$ cat config.mk
export PLATFORM = sky130hd
export DESIGN_NAME = word_wrap_text_layout_core
export DESIGN_NICKNAME = d
export VERILOG_FILES = /design/src/rtl/core/wwl_pkg.sv /design/src/rtl/core/wwl_word_mem.sv /design/src/rtl/core/wwl_emit.sv /design/src/rtl/core/wwl_layout.sv /design/src/rtl/core/word_wrap_text_layout_core.sv
export VERILOG_INCLUDE_DIRS = /design/src /design/src/rtl/core
export SDC_FILE = /design/constraint.sdc
export NUM_CORES = 1
export LEC_CHECK = 0
export BUFFER_PORTS_ARGS = -buffer_cell sky130_fd_sc_hd__buf_4
export CAP_MARGIN = 20
export CORE_AREA = 8 8 259 323
export CTS_BUF_LIST = sky130_fd_sc_hd__clkbuf_4 sky130_fd_sc_hd__clkbuf_8 sky130_fd_sc_hd__clkbuf_16
export CTS_CLUSTER_SIZE = 8
export DETAILED_ROUTE_END_ITERATION = 8
export DIE_AREA = 0 0 267 331
export HOLD_SLACK_MARGIN = 0.03
export SLEW_MARGIN = 10
export SYNTH_ARGS = -nofsm -noshare
export SYNTH_HDL_FRONTEND = slang
export SYNTH_SLANG_ARGS = --single-unit
export TNS_END_PERCENT = 100
$ cat constraint.sdc
create_clock -name clk -period 4.59 [get_ports clk]
set_input_delay 0.2295 -clock clk [delete_from_list [all_inputs] [get_ports clk]]
set_output_delay 0.2295 -clock clk [all_outputs]
set_load 0.005 [all_outputs]
$ cat src/rtl/core/word_wrap_text_layout_core_macros.svh
// Assertion macros for the word wrap text layout core.
// Included by the RTL files that carry concurrent assertions; no other dependencies.
`ifndef WORD_WRAP_TEXT_LAYOUT_CORE_MACROS_SVH
`define WORD_WRAP_TEXT_LAYOUT_CORE_MACROS_SVH

`ifndef SYNTHESIS

// Property must hold at every clock edge outside reset.
`define WWL_ASSERT(lbl, clk, rst_n, prop) \
	lbl: assert property (@(posedge clk) disable iff (!rst_n) prop) \
		else $error("%m: assertion failed");

// Expression must never be true at a clock edge outside reset.
`define WWL_NEVER(lbl, clk, rst_n, expr) \
	lbl: assert property (@(posedge clk) disable iff (!rst_n) !(expr)) \
		else $error("%m: forbidden condition seen");

`else

`define WWL_ASSERT(lbl, clk, rst_n, prop)
`define WWL_NEVER(lbl, clk, rst_n, expr)

`endif

`endif

$ cat src/rtl/core/wwl_pkg.sv
// Shared types, constants and glyph functions of the word wrap text layout core.
// No dependencies; used by the layout controller, the glyph emitter and the top level.
package wwl_pkg;

	localparam int COORD_W   = 12;
	localparam int COORD_MAX = 4095;
	localparam int PIX_MAX   = 1023;
	localparam int CELL      = 12;
	localparam int SPACING   = 2;
	localparam int GW_MAX    = 12;

	// Glyph widths of the proportional font, indexed by character code.
	localparam logic [3:0] GLYPH_W [128] = '{
		4'd0, 4'd0, 4'd0, 4'd0, 4'd0, 4'd0, 4'd0, 4'd0,
		4'd0, 4'd0, 4'd0, 4'd0, 4'd0, 4'd0, 4'd0, 4'd0,
		4'd0, 4'd0, 4'd0, 4'd0, 4'd0, 4'd0, 4'd0, 4'd0,
		4'd0, 4'd0, 4'd0, 4'd0, 4'd0, 4'd0, 4'd0, 4'd0,
		4'd2, 4'd2, 4'd4, 4'd8, 4'd6, 4'd10, 4'd9, 4'd2,
		4'd4, 4'd4, 4'd6, 4'd6, 4'd2, 4'd6, 4'd2, 4'd6,
		4'd6, 4'd6, 4'd6, 4'd6, 4'd6, 4'd6, 4'd6, 4'd6,
		4'd6, 4'd6, 4'd2, 4'd2, 4'd5, 4'd6, 4'd5, 4'd6,
		4'd10, 4'd8, 4'd7, 4'd8, 4'd8, 4'd7, 4'd7, 4'd8,
		4'd7, 4'd6, 4'd9, 4'd7, 4'd7, 4'd8, 4'd8, 4'd8,
		4'd7, 4'd9, 4'd7, 4'd7, 4'd8, 4'd8, 4'd8, 4'd10,
		4'd8, 4'd8, 4'd8, 4'd4, 4'd6, 4'd4, 4'd6, 4'd7,
		4'd3, 4'd6, 4'd6, 4'd5, 4'd6, 4'd6, 4'd6, 4'd6,
		4'd6, 4'd2, 4'd5, 4'd6, 4'd2, 4'd8, 4'd6, 4'd6,
		4'd6, 4'd6, 4'd5, 4'd6, 4'd4, 4'd6, 4'd6, 4'd10,
		4'd6, 4'd6, 4'd6, 4'd4, 4'd2, 4'd4, 4'd8, 4'd0
	};

	// Command from the layout controller to the glyph emitter.
	typedef struct packed {
		logic               start;
		logic [COORD_W-1:0] x;
		logic [COORD_W-1:0] y;
		logic               full;
	} wwl_emit_cmd_t;

	// Horizontal advance of a glyph: table width plus spacing.
	function automatic logic [3:0] glyph_adv(input logic [6:0] c);
		return 4'(GLYPH_W[c] + 4'(SPACING));
	endfunction

	function automatic logic [7:0] sheet_col(input logic [6:0] c);
		return 8'(CELL) * {4'b0, c[3:0]};
	endfunction

	function automatic logic [6:0] sheet_row(input logic [6:0] c);
		return 7'(CELL) * {4'b0, c[6:4]};
	endfunction

endpackage

$ cat src/rtl/core/wwl_word_mem.sv
// Word store: simple dual-port synchronous RAM holding the characters of the pending word.
// One write port, one read port with registered read data. No package dependencies.
module wwl_word_mem #(
	parameter int WORD_MAX = 64,
	localparam int AW = $clog2(WORD_MAX)
) (
	input  logic          clk,
	input  logic          we,
	input  logic [AW-1:0] waddr,
	input  logic [6:0]    wdata,
	input  logic          re,
	input  logic [AW-1:0] raddr,
	output logic [6:0]    rdata
);

	logic [6:0] mem [WORD_MAX];
	logic [6:0] rdata_q;

	always_ff @(posedge clk) begin
		if (we) begin
			mem[waddr] <= wdata;
		end
		if (re) begin
			rdata_q <= mem[raddr];
		end
	end

	assign rdata = rdata_q;

endmodule

$ cat src/rtl/core/wwl_emit.sv
// Glyph emitter: reads one word store entry per cycle unless out_stall holds it; drives the placements.
// Depends on wwl_pkg and the assertion macros header.
`include "word_wrap_text_layout_core_macros.svh"

module wwl_emit #(
	parameter int WORD_MAX = 64,
	localparam int AW = $clog2(WORD_MAX),
	localparam int CW = $clog2(WORD_MAX + 1)
) (
	input  logic                  clk,
	input  logic                  arst_n,
	input  wwl_pkg::wwl_emit_cmd_t cmd,
	input  logic [CW-1:0]         cmd_len,
	output logic                  busy,
	output logic                  mem_re,
	output logic [AW-1:0]         mem_raddr,
	input  logic [6:0]            mem_rdata,
	output logic                  out_valid,
	input  logic                  out_stall,
	output logic [11:0]           place_x,
	output logic [11:0]           place_y,
	output logic [7:0]            sheet_x,
	output logic [6:0]            sheet_y,
	output logic [3:0]            glyph_width,
	output logic                  last_glyph,
	output logic                  area_full
);

	logic          active_q;
	logic [CW-1:0] left_q;
	logic [AW-1:0] rd_idx_q;
	logic [11:0]   px_q;
	logic [11:0]   y_q;
	logic          full_q;
	logic          s1_valid_s1;
	logic          s1_last_s1;
	logic          out_valid_q;
	logic [11:0]   place_x_q;
	logic [11:0]   place_y_q;
	logic [7:0]    sheet_x_q;
	logic [6:0]    sheet_y_q;
	logic [3:0]    glyph_width_q;
	logic          last_glyph_q;
	logic          area_full_q;

	logic          out_free;
	logic          issue;
	logic          load;
	logic [3:0]    gw;
	logic [12:0]   px_sum;

	always_comb begin
		out_free = !out_valid_q || !out_stall;
		issue    = active_q && (!s1_valid_s1 || out_free);
		load     = s1_valid_s1 && out_free;
		gw       = wwl_pkg::glyph_adv(mem_rdata);
		px_sum   = {1'b0, px_q} + 13'(gw);
	end

	always_ff @(posedge clk or negedge arst_n) begin
		if (!arst_n) begin
			active_q    <= 1'b0;
			left_q      <= '0;
			rd_idx_q    <= '0;
			s1_valid_s1 <= 1'b0;
			s1_last_s1  <= 1'b0;
			out_valid_q <= 1'b0;
		end else begin
			if (cmd.start) begin
				active_q <= 1'b1;
				left_q   <= cmd_len;
				rd_idx_q <= '0;
			end else if (issue) begin
				rd_idx_q <= AW'(rd_idx_q + 1'b1);
				left_q   <= left_q - 1'b1;
				if (left_q == CW'(1)) begin
					active_q <= 1'b0;
				end
			end

			if (issue) begin
				s1_valid_s1 <= 1'b1;
				s1_last_s1  <= (left_q == CW'(1));
			end else if (load) begin
				s1_valid_s1 <= 1'b0;
			end

			if (load) begin
				out_valid_q <= 1'b1;
			end else if (out_free) begin
				out_valid_q <= 1'b0;
			end
		end
	end

	// Payload: start position on a new word, advance per placed glyph.
	always_ff @(posedge clk) begin
		if (cmd.start) begin
			px_q   <= cmd.x;
			y_q    <= cmd.y;
			full_q <= cmd.full;
		end else if (load) begin
			px_q <= px_sum[12] ? 12'(wwl_pkg::COORD_MAX) : px_sum[11:0];
		end
		if (load) begin
			place_x_q     <= px_q;
			place_y_q     <= y_q;
			sheet_x_q     <= wwl_pkg::sheet_col(mem_rdata);
			sheet_y_q     <= wwl_pkg::sheet_row(mem_rdata);
			glyph_width_q <= gw;
			last_glyph_q  <= s1_last_s1;
			area_full_q   <= full_q;
		end
	end

	assign busy        = active_q || s1_valid_s1;
	assign mem_re      = issue;
	assign mem_raddr   = rd_idx_q;
	assign out_valid   = out_valid_q;
	assign place_x     = place_x_q;
	assign place_y     = place_y_q;
	assign sheet_x     = sheet_x_q;
	assign sheet_y     = sheet_y_q;
	assign glyph_width = glyph_width_q;
	assign last_glyph  = last_glyph_q;
	assign area_full   = area_full_q;

	`WWL_NEVER(a_start_while_busy, clk, arst_n, cmd.start && busy)
	`WWL_ASSERT(a_held_read_kept, clk, arst_n, (s1_valid_s1 && !out_free) |=> s1_valid_s1)
	`WWL_ASSERT(a_active_has_work, clk, arst_n, active_q |-> (left_q != '0))

endmodule

$ cat src/rtl/core/wwl_layout.sv
// Layout controller: takes characters, fills the word store and moves the text cursor.
// Depends on wwl_pkg and the assertion macros header.
`include "word_wrap_text_layout_core_macros.svh"

module wwl_layout #(
	parameter int WORD_MAX    = 64,
	parameter int LINE_HEIGHT = 12,
	parameter int TAB_STEP    = 48,
	localparam int AW = $clog2(WORD_MAX),
	localparam int CW = $clog2(WORD_MAX + 1)
) (
	input  logic                   clk,
	input  logic                   arst_n,
	input  logic                   in_valid,
	output logic                   in_stall,
	input  logic [6:0]             char_code,
	input  logic                   end_of_text,
	input  logic [11:0]            area_left,
	input  logic [11:0]            area_top,
	input  logic [11:0]            area_width,
	input  logic [11:0]            area_height,
	output logic                   mem_we,
	output logic [AW-1:0]          mem_waddr,
	output logic [6:0]             mem_wdata,
	output wwl_pkg::wwl_emit_cmd_t emit_cmd,
	output logic [CW-1:0]          emit_len,
	input  logic                   emit_busy
);

	localparam int SW     = $clog2(WORD_MAX * wwl_pkg::GW_MAX + 1);
	localparam int XW     = ((SW > 12) ? SW : 12) + 1;
	localparam int TAB_SH = 20;
	localparam int TAB_M  = ((1 << TAB_SH) + TAB_STEP - 1) / TAB_STEP;

	localparam logic [6:0] CH_TAB   = 7'd9;
	localparam logic [6:0] CH_LF    = 7'd10;
	localparam logic [6:0] CH_CR    = 7'd13;
	localparam logic [6:0] CH_SPACE = 7'd32;

	typedef enum logic [2:0] {
		L_IDLE, L_FIT, L_BOT, L_MOVE, L_TAB1, L_TAB2, L_EDGE, L_BOT2
	} layout_state_t;

	typedef enum logic [1:0] {MV_SPACE, MV_TAB, MV_LF, MV_CR} move_kind_t;

	layout_state_t          state_q;
	move_kind_t             kind_q;
	logic                   open_q;
	logic                   stop_q;
	logic                   mv_pend_q;
	logic                   em_pend_q;
	logic                   ov_q;
	logic [11:0]            x_q;
	logic [11:0]            y_q;
	logic [CW-1:0]          len_q;
	logic [SW-1:0]          sum_q;
	logic [11:0]            q_q;
	logic [11:0]            base_q;
	wwl_pkg::wwl_emit_cmd_t em_cmd_q;
	logic [CW-1:0]          em_len_q;

	logic                   accept;
	logic [11:0]            x_e;
	logic [11:0]            y_e;
	logic                   stop_e;
	logic [CW-1:0]          len_e;
	logic [SW-1:0]          sum_e;
	logic                   is_ws;
	move_kind_t             kind_in;
	logic [CW-1:0]          len_inc;
	logic [SW-1:0]          sum_inc;
	logic [12:0]            lf;
	logic [9:0]             pix;
	logic signed [13:0]     room;
	logic                   fit_wrap;
	logic                   bottom;
	logic                   at_edge;
	logic [XW-1:0]          x_sum;
	logic [11:0]            x_end;
	logic [12:0]            sp_nx;
	logic [31:0]            tab_prod;
	logic [12:0]            tab_nx;

	// Add one line; MSB of the result flags overflow past the coordinate range.
	function automatic logic [12:0] line_feed(input logic [11:0] y);
		logic [12:0] s;
		s = {1'b0, y} + 13'(LINE_HEIGHT);
		return s[12] ? {1'b1, 12'(wwl_pkg::COORD_MAX)} : s;
	endfunction

	always_comb begin
		in_stall = (state_q != L_IDLE) || em_cmd_q.start || emit_busy;
		accept   = in_valid && !in_stall;

		// A new text starts from the rectangle's corner with an empty word.
		x_e    = open_q ? x_q : area_left;
		y_e    = open_q ? y_q : area_top;
		stop_e = open_q && stop_q;
		len_e  = open_q ? len_q : '0;
		sum_e  = open_q ? sum_q : '0;

		is_ws   = 1'b1;
		kind_in = MV_SPACE;
		unique case (char_code)
			CH_SPACE: kind_in = MV_SPACE;
			CH_TAB:   kind_in = MV_TAB;
			CH_LF:    kind_in = MV_LF;
			CH_CR:    kind_in = MV_CR;
			default:  is_ws = 1'b0;
		endcase

		len_inc = len_e + 1'b1;
		sum_inc = sum_e + SW'(wwl_pkg::glyph_adv(char_code));

		lf   = line_feed(y_q);
		pix  = (XW'(sum_q) > XW'(wwl_pkg::PIX_MAX)) ? 10'(wwl_pkg::PIX_MAX) : 10'(sum_q);
		room = $signed({2'b0, area_left}) + $signed({2'b0, area_width})
			- $signed({2'b0, x_q});
		fit_wrap = $signed({4'b0, pix}) > room;
		bottom   = ($signed({2'b0, y_q}) - $signed({2'b0, area_top}))
			>= $signed({2'b0, area_height});
		at_edge  = ($signed({2'b0, x_q}) - $signed({2'b0, area_left}))
			>= $signed({2'b0, area_width});

		x_sum = XW'(x_q) + XW'(sum_q);
		x_end = (x_sum > XW'(wwl_pkg::COORD_MAX)) ? 12'(wwl_pkg::COORD_MAX) : x_sum[11:0];

		sp_nx = {1'b0, x_q} + 13'(wwl_pkg::glyph_adv(CH_SPACE));
		// Reciprocal quotient is exact for 12-bit x when TAB_STEP is at most 256.
		tab_prod = 32'(x_q) * 32'(TAB_M);
		tab_nx   = {1'b0, base_q} + 13'(TAB_STEP);

		mem_we    = accept && !stop_e && !is_ws;
		mem_waddr = len_e[AW-1:0];
		mem_wdata = char_code;
	end

	always_ff @(posedge clk or negedge arst_n) begin
		if (!arst_n) begin
			state_q   <= L_IDLE;
			kind_q    <= MV_SPACE;
			open_q    <= 1'b0;
			stop_q    <= 1'b0;
			mv_pend_q <= 1'b0;
			em_pend_q <= 1'b0;
			ov_q      <= 1'b0;
			x_q       <= '0;
			y_q       <= '0;
			len_q     <= '0;
			sum_q     <= '0;
			q_q       <= '0;
			base_q    <= '0;
			em_cmd_q  <= '0;
			em_len_q  <= '0;
		end else begin
			em_cmd_q.start <= 1'b0;
			unique case (state_q)
				L_IDLE: begin
					if (accept) begin
						open_q <= !end_of_text;
						x_q    <= x_e;
						y_q    <= y_e;
						stop_q <= stop_e;
						len_q  <= len_e;
						sum_q  <= sum_e;
						kind_q <= kind_in;
						if (!stop_e) begin
							em_pend_q <= 1'b0;
							if (is_ws) begin
								mv_pend_q <= 1'b1;
								state_q   <= (len_e != '0) ? L_FIT : L_MOVE;
							end else begin
								len_q     <= len_inc;
								sum_q     <= sum_inc;
								mv_pend_q <= 1'b0;
								if (len_inc == CW'(WORD_MAX) || end_of_text) begin
									state_q <= L_FIT;
								end
							end
						end
					end
				end
				L_FIT: begin
					if (fit_wrap) begin
						x_q    <= area_left;
						y_q    <= lf[11:0];
						stop_q <= stop_q || lf[12];
					end
					state_q <= L_BOT;
				end
				L_BOT: begin
					len_q <= '0;
					sum_q <= '0;
					if (stop_q || bottom) begin
						stop_q  <= 1'b1;
						state_q <= L_IDLE;
					end else begin
						em_cmd_q.x <= x_q;
						em_cmd_q.y <= y_q;
						em_len_q   <= len_q;
						em_pend_q  <= 1'b1;
						x_q        <= x_end;
						if (mv_pend_q) begin
							state_q <= L_MOVE;
						end else begin
							em_cmd_q.start <= 1'b1;
							em_cmd_q.full  <= 1'b0;
							state_q        <= L_IDLE;
						end
					end
				end
				L_MOVE: begin
					ov_q    <= 1'b0;
					state_q <= L_EDGE;
					unique case (kind_q)
						MV_LF: begin
							y_q    <= lf[11:0];
							stop_q <= stop_q || lf[12];
						end
						MV_CR: begin
							x_q <= area_left;
						end
						MV_SPACE: begin
							if (sp_nx[12]) begin
								ov_q <= 1'b1;
							end else begin
								x_q <= sp_nx[11:0];
							end
						end
						MV_TAB: begin
							q_q     <= tab_prod[TAB_SH +: 12];
							state_q <= L_TAB1;
						end
						default: state_q <= L_EDGE;
					endcase
				end
				L_TAB1: begin
					base_q  <= 12'(32'(q_q) * 32'(TAB_STEP));
					state_q <= L_TAB2;
				end
				L_TAB2: begin
					if (tab_nx[12]) begin
						ov_q <= 1'b1;
					end else begin
						x_q <= tab_nx[11:0];
					end
					state_q <= L_EDGE;
				end
				L_EDGE: begin
					if (ov_q || at_edge) begin
						x_q    <= area_left;
						y_q    <= lf[11:0];
						stop_q <= stop_q || lf[12];
					end
					state_q <= L_BOT2;
				end
				L_BOT2: begin
					stop_q <= stop_q || bottom;
					if (em_pend_q) begin
						em_cmd_q.start <= 1'b1;
						em_cmd_q.full  <= stop_q || bottom;
					end
					state_q <= L_IDLE;
				end
				default: state_q <= L_IDLE;
			endcase
		end
	end

	assign emit_cmd = em_cmd_q;
	assign emit_len = em_len_q;

	`WWL_ASSERT(a_emit_nonempty, clk, arst_n, em_cmd_q.start |-> (em_len_q != '0))
	`WWL_ASSERT(a_word_room, clk, arst_n, (state_q == L_IDLE) |-> (len_q < CW'(WORD_MAX)))

endmodule

$ cat src/rtl/core/word_wrap_text_layout_core.sv
// Top level of the word wrap text layout core: configuration registers and unit wiring.
// Depends on wwl_pkg, wwl_word_mem, wwl_emit and wwl_layout.
//
// Lays out a stream of 7-bit characters as proportional glyphs inside the rectangle given
// by area_left/area_top/area_width/area_height (register indexes 0 to 3, reset 0, 0, 640,
// 480; write them only while no text transaction is in flight). Word characters go into
// a WORD_MAX-entry word store. A word is flushed on whitespace, on end_of_text or when the
// store fills: the cursor logic fits the word in its fit and bottom-check states (wrapping
// to a new line if needed), then the emitter reads the store through its single read port
// and produces one placement transaction per cycle while the output is not stalled, after
// a registered read of the store. Space, CR and LF pass through the move, edge and bottom
// states of cursor work, and tab also through the tab states (a reciprocal multiply and a
// multiply back). The input is stalled during all of this. Placements can wait in the
// output register while the next word is buffered. The word store comes out of reset with
// undefined contents and needs no clearing pass: only entries written earlier in the same
// word are read. Once the cursor passes the bottom edge, the rest of the text yields no
// placements until the transaction marked end_of_text closes it.
module word_wrap_text_layout_core #(
	parameter int WORD_MAX    = 64,
	parameter int LINE_HEIGHT = 12,
	parameter int TAB_STEP    = 48
) (
	input  logic        clk,
	input  logic        arst_n,
	// configuration write channel
	input  logic        cfg_valid,
	output logic        cfg_ready,
	input  logic [1:0]  cfg_index,
	input  logic [11:0] cfg_data,
	// character input
	input  logic        in_valid,
	output logic        in_stall,
	input  logic [6:0]  char_code,
	input  logic        end_of_text,
	// glyph placement output
	output logic        out_valid,
	input  logic        out_stall,
	output logic [11:0] place_x,
	output logic [11:0] place_y,
	output logic [7:0]  sheet_x,
	output logic [6:0]  sheet_y,
	output logic [3:0]  glyph_width,
	output logic        last_glyph,
	output logic        area_full
);

	localparam int AW = $clog2(WORD_MAX);
	localparam int CW = $clog2(WORD_MAX + 1);

	localparam logic [1:0] REG_AREA_LEFT   = 2'd0;
	localparam logic [1:0] REG_AREA_TOP    = 2'd1;
	localparam logic [1:0] REG_AREA_WIDTH  = 2'd2;
	localparam logic [1:0] REG_AREA_HEIGHT = 2'd3;

	logic [11:0]            area_left_q;
	logic [11:0]            area_top_q;
	logic [11:0]            area_width_q;
	logic [11:0]            area_height_q;

	logic                   mem_we;
	logic [AW-1:0]          mem_waddr;
	logic [6:0]             mem_wdata;
	logic                   mem_re;
	logic [AW-1:0]          mem_raddr;
	logic [6:0]             mem_rdata;
	wwl_pkg::wwl_emit_cmd_t emit_cmd;
	logic [CW-1:0]          emit_len;
	logic                   emit_busy;

	// Registers take a write in any cycle; software keeps writes to idle periods.
	assign cfg_ready = 1'b1;

	always_ff @(posedge clk or negedge arst_n) begin
		if (!arst_n) begin
			area_left_q   <= 12'd0;
			area_top_q    <= 12'd0;
			area_width_q  <= 12'd640;
			area_height_q <= 12'd480;
		end else if (cfg_valid && cfg_ready) begin
			unique case (cfg_index)
				REG_AREA_LEFT:   area_left_q   <= cfg_data;
				REG_AREA_TOP:    area_top_q    <= cfg_data;
				REG_AREA_WIDTH:  area_width_q  <= cfg_data;
				REG_AREA_HEIGHT: area_height_q <= cfg_data;
				default:         area_left_q   <= area_left_q;
			endcase
		end
	end

	// Cursor and word buffering: owns the write side of the word store.
	wwl_layout #(
		.WORD_MAX    (WORD_MAX),
		.LINE_HEIGHT (LINE_HEIGHT),
		.TAB_STEP    (TAB_STEP)
	) u_layout (
		.clk         (clk),
		.arst_n      (arst_n),
		.in_valid    (in_valid),
		.in_stall    (in_stall),
		.char_code   (char_code),
		.end_of_text (end_of_text),
		.area_left   (area_left_q),
		.area_top    (area_top_q),
		.area_width  (area_width_q),
		.area_height (area_height_q),
		.mem_we      (mem_we),
		.mem_waddr   (mem_waddr),
		.mem_wdata   (mem_wdata),
		.emit_cmd    (emit_cmd),
		.emit_len    (emit_len),
		.emit_busy   (emit_busy)
	);

	// Pending word characters; written one per accepted word character until the layout stops.
	wwl_word_mem #(
		.WORD_MAX (WORD_MAX)
	) u_word_mem (
		.clk   (clk),
		.we    (mem_we),
		.waddr (mem_waddr),
		.wdata (mem_wdata),
		.re    (mem_re),
		.raddr (mem_raddr),
		.rdata (mem_rdata)
	);

	// Walk the stored word and drive one placement per glyph.
	wwl_emit #(
		.WORD_MAX (WORD_MAX)
	) u_emit (
		.clk         (clk),
		.arst_n      (arst_n),
		.cmd         (emit_cmd),
		.cmd_len     (emit_len),
		.busy        (emit_busy),
		.mem_re      (mem_re),
		.mem_raddr   (mem_raddr),
		.mem_rdata   (mem_rdata),
		.out_valid   (out_valid),
		.out_stall   (out_stall),
		.place_x     (place_x),
		.place_y     (place_y),
		.sheet_x     (sheet_x),
		.sheet_y     (sheet_y),
		.glyph_width (glyph_width),
		.last_glyph  (last_glyph),
		.area_full   (area_full)
	);

endmodule
==> flow_metrics.py <==
metrics = {
    "run_status": {
        "status": "finished, violations left",
        "failed_checks": "negative setup slack",
    },
    "yosys": {
        "yosys-top-cells-area": "edfxtp_1 (45%), dfrtp_1 (11%), mux4_2 (9.5%), ha_1 (7.4%), fa_1 (3.0%)",
        "async_flop_share_pct": 23.9,
        "ys_types": 81,
        "synth.avg_cell_area_um2": 13.6,
        "ys_seq_elements": 685,
        "syn_inst": 2564,
        "ys_seq_area_share_pct": 56.6,
        "synth_top_area_share_pct": 44.8,
        "yosys-top-cells-count": "edfxtp_1 (521), ha_1 (206), nand2_1 (181)",
        "yosysTopAreaCell": "edfxtp_1",
        "synth_edf_count": 521,
        "synth_area_um2": 34900,
        "yosysWarnings": 0,
        "synthFlopType": "edfxtp_1",
        "synthMostInstantiatedCell": "edfxtp_1",
    },
    "power_and_ir_drop": {
        "peakVddDrop_mv": 2.89,
        "p_clk_share_pct": 19.3,
        "p_int_mw": 21.9,
        "p_seq_share_pct": 23.6,
        "powerDensity_nw_per_um2": 869,
        "swShare_pct": 38.9,
        "power.leakage_nw": 16.0,
        "pwr-share-comb_pct": 57.1,
        "p_switching_mw": 14.0,
    },
    "floorplanning": {
        "start_util_pct": 44.5,
        "fp.dieArea_um2": 88400,
        "fp.dieW_um": 267,
        "die_y_um": 331,
        "pin_count": 75,
        "core_area_um2": 78400,
        "rows": 115,
    },
    "setup_path": {
        "crit_family": "adder cells",
        "cpMostUsedCell": "ha_4",
        "arrival_ns": 5.14,
        "critical_path.slowest_cell": "fa_1",
        "crit_path_start_kind": "flip-flop",
        "max_stage_delay_ns": 0.53,
        "reg2reg_slack_ns": -0.06,
        "r2r-end": "u_layout.q_q[5]",
        "cp-end-kind": "flip-flop",
        "worst-path-max-fanout": 4,
        "reg2reg_depth": 16,
        "path_cells": "ha_4 -> fa_2 -> fa_1 -> buf_4 -> buf_4 -> fa_1 -> ha_4 -> ha_4 -> a2111o_1 -> a31oi_2 -> o21ai_1 -> o221a_4 -> a21o_1 -> a21oi_2 -> xor2_1 -> o21ai_1",
        "worstPathRequired_ns": 5.08,
        "crit_buf_inv": 2,
        "worst-setup-path-type": "flip-flop to flip-flop",
        "r2r-start": "u_layout.x_q[6]",
    },
    "placed_design": {
        "place_hpwl_um": 60800,
        "io_buffers": 69,
        "gp_congestion": 0.914,
        "post_dp_cell_area_um2": 37500,
        "dp_slack_ns": -0.140,
        "dpl.cell_count": 3731,
    },
    "sta": {
        "setup_tns_ns": -0.109,
        "finalHoldViolations": 0,
        "worst-slew-pin-transition_ns": 1.05,
        "maxSlewHeadroom_pct": 29.8,
        "max_freq_mhz": 215,
        "rsz0062_at_grt": "yes",
        "fin_ws_ns": -0.0637,
        "setup_viol_count_final": 2,
        "timing_max_transition_violations_final": 0,
        "fin_skew_ns": 0.0222,
        "final.period_utilization_pct": 101,
        "layout_min_cycle_time_ns": 4.65,
    },
    "finish": {
        "final_util_pct": 52.7,
        "top_register": "u_word_mem.mem",
        "multi_input_area_um2": 14500,
        "nets": 3104,
        "area_growth_pct": 18.4,
        "drive_gt1_share_pct": 24.6,
        "largest_reg_flops": 448,
        "design_area_um2": 41300,
        "seqCellArea_um2": 19800,
        "nFillCells": 6496,
        "instances_no_fill": 3944,
    },
    "grt": {
        "grt_pass1_vias": 22900,
        "grt_max_degree": 91,
        "grtUsageTotal_pct": 19.5,
        "grt_overflow": 0,
        "grt_pass1_wl_um": 134000,
        "antenna_found_initial": 3,
    },
    "route": {
        "routedWlPerCell_um": 22.0,
        "drtAntennaViolNets": 0,
        "wirelength_um": 86800,
        "first_iter_violations": 1640,
        "num_vias": 22100,
        "drc": 0,
        "via_per_inst": 5.61,
        "drt_first_pass_iters": 6,
    },
    "clocking": {
        "cts.clk_slew.worst_paths_ns": 0.06,
        "insertion_delay_ns": 0.64,
        "clockRootBuffer": "clkbuf_16",
        "clockBufferDepth": 3,
        "clkSinkCount": 685,
        "htree_num_levels": 3,
        "cts_buffers": 95,
        "cts_tree": "yes",
    },
    "min_path": {
        "hold-path-endpoint": "u_layout.kind_q[1]",
        "hold_depth": 3,
        "min_from": "char_code[2]",
        "hp-class": "input port to flip-flop",
    },
    "run": {
        "cap_violations": 0,
    },
}
-- power groups by stage --
stage,Combinational [mW],Clock (mW),Sequential (mW)
global route,22.8,7.35,8.59
finish,20.5,6.94,8.48
CTS,19.4,7.09,8.53
floorplan,13.0,0,8.21
detailed placement,17.9,0,8.64
global placement,17.6,0,8.61
-- layout make-up --
class / instances / share of cell area, %
inverter: 181 / 1.64
tap: 1053 / 3.19
sequential: 685 / 47.8
antenna: 1 / 0.00605
timing repair buffer: 253 / 4.95
multi-input combinational: 1603 / 35.0
clock inverter: 4 / 0.191
clock buffer: 164 / 7.15
-- what timing repair did --
| action | 4_1_cts | 5_1_grt |
|---|---|---|
| resized for setup | 28 | 56 |
| hold buffers | 19 | 0 |
| buffers inserted | 5 | 15 |
| gates cloned | 0 | 4 |
| endpoints found under the setup margin | 25 | 39 |
| endpoints found under the hold margin | 175 | 0 |
| pin swaps | 39 | 47 |
-- stage by stage --
| step | hold WS [ns] | power (mW) |
|---|---|---|
| final | 0.0838 | 35.9 |
| after global routing | 0.110 | 38.8 |
| after CTS | 0.0361 | 35.0 |
| after detailed placement | 0.382 | 26.6 |
| after global placement | 0.374 | 26.2 |
| after floorplan | -0.0661 | 21.2 |
-- worst max-delay path by stage --
| stage | from | to | slack (ns) | cells past startpoint |
|---|---|---|---|---|
| detailed placement | u_layout.x_q[6] | u_layout.q_q[5] | -0.14 | 16 |
| global placement | u_layout.x_q[8] | u_layout.q_q[5] | -0.14 | 17 |
| CTS | area_width_q[0] | u_layout.y_q[10] | -0.02 | 26 |
| finish | u_layout.x_q[6] | u_layout.q_q[5] | -0.06 | 16 |
| global route | area_width_q[0] | u_layout.y_q[9] | -0.23 | 26 |
| floorplan | u_layout.x_q[6] | u_layout.q_q[5] | 0.007 | 16 |
-- tightest hold or removal path, stage by stage --
cell,delay [ns]
buf_4,0.20
a21oi_1,0.16
o31ai_1,0.07
-- metal layers --
| layer | routed length, µm | global-route usage [%] |
|---|---|---|
| met1 | 34600 | 23.8 |
| met2 | 45100 | 34.9 |
| met3 | 3860 | 2.83 |
| met4 | 3210 | 7.23 |
| met5 | 30 | 0 |
-- kinds of logic (layout without fill, tap and decap cells) --
| family | after synthesis | in the layout | share of synthesized area (%) |
|---|---|---|---|
| flops | 685 | 685 | 56.6 |
| simple gates | 565 | 567 | 7.54 |
| compound gates | 463 | 463 | 8.20 |
| buf+inv | 281 | 602 | 3.19 |
| fa+ha+maj | 258 | 258 | 10.4 |
| mux | 215 | 215 | 11.7 |
| xor+xnor | 95 | 95 | 2.38 |
| other cells | 2 | 6 | 0.0215 |
-- layout by cell type (no fill, tap or decap), types with 16 or more instances in the layout --
| master | n |
|---|---|
| a21oi_1 | 104 |
| inv_1 | 174 |
| nand3_1 | 46 |
| mux2_2 | 56 |
| xnor2_1 | 58 |
| o21ai_0 | 141 |
| mux4_2 | 148 |
| xor2_1 | 35 |
| dlygate4sd3_1 | 19 |
| nand2b_1 | 24 |
| ha_1 | 191 |
| nor2b_1 | 39 |
| o22ai_1 | 17 |
| a21o_1 | 33 |
| clkbuf_4 | 65 |
| o21a_1 | 16 |
| edfxtp_1 | 521 |
| dfrtp_1 | 150 |
| nand2_1 | 181 |
| clkbuf_16 | 98 |
| a31oi_1 | 24 |
| nor3_1 | 27 |
| fa_1 | 48 |
| nand4_1 | 18 |
| buf_4 | 220 |
| nor2_1 | 164 |
Power figures use the tool's default switching activity.
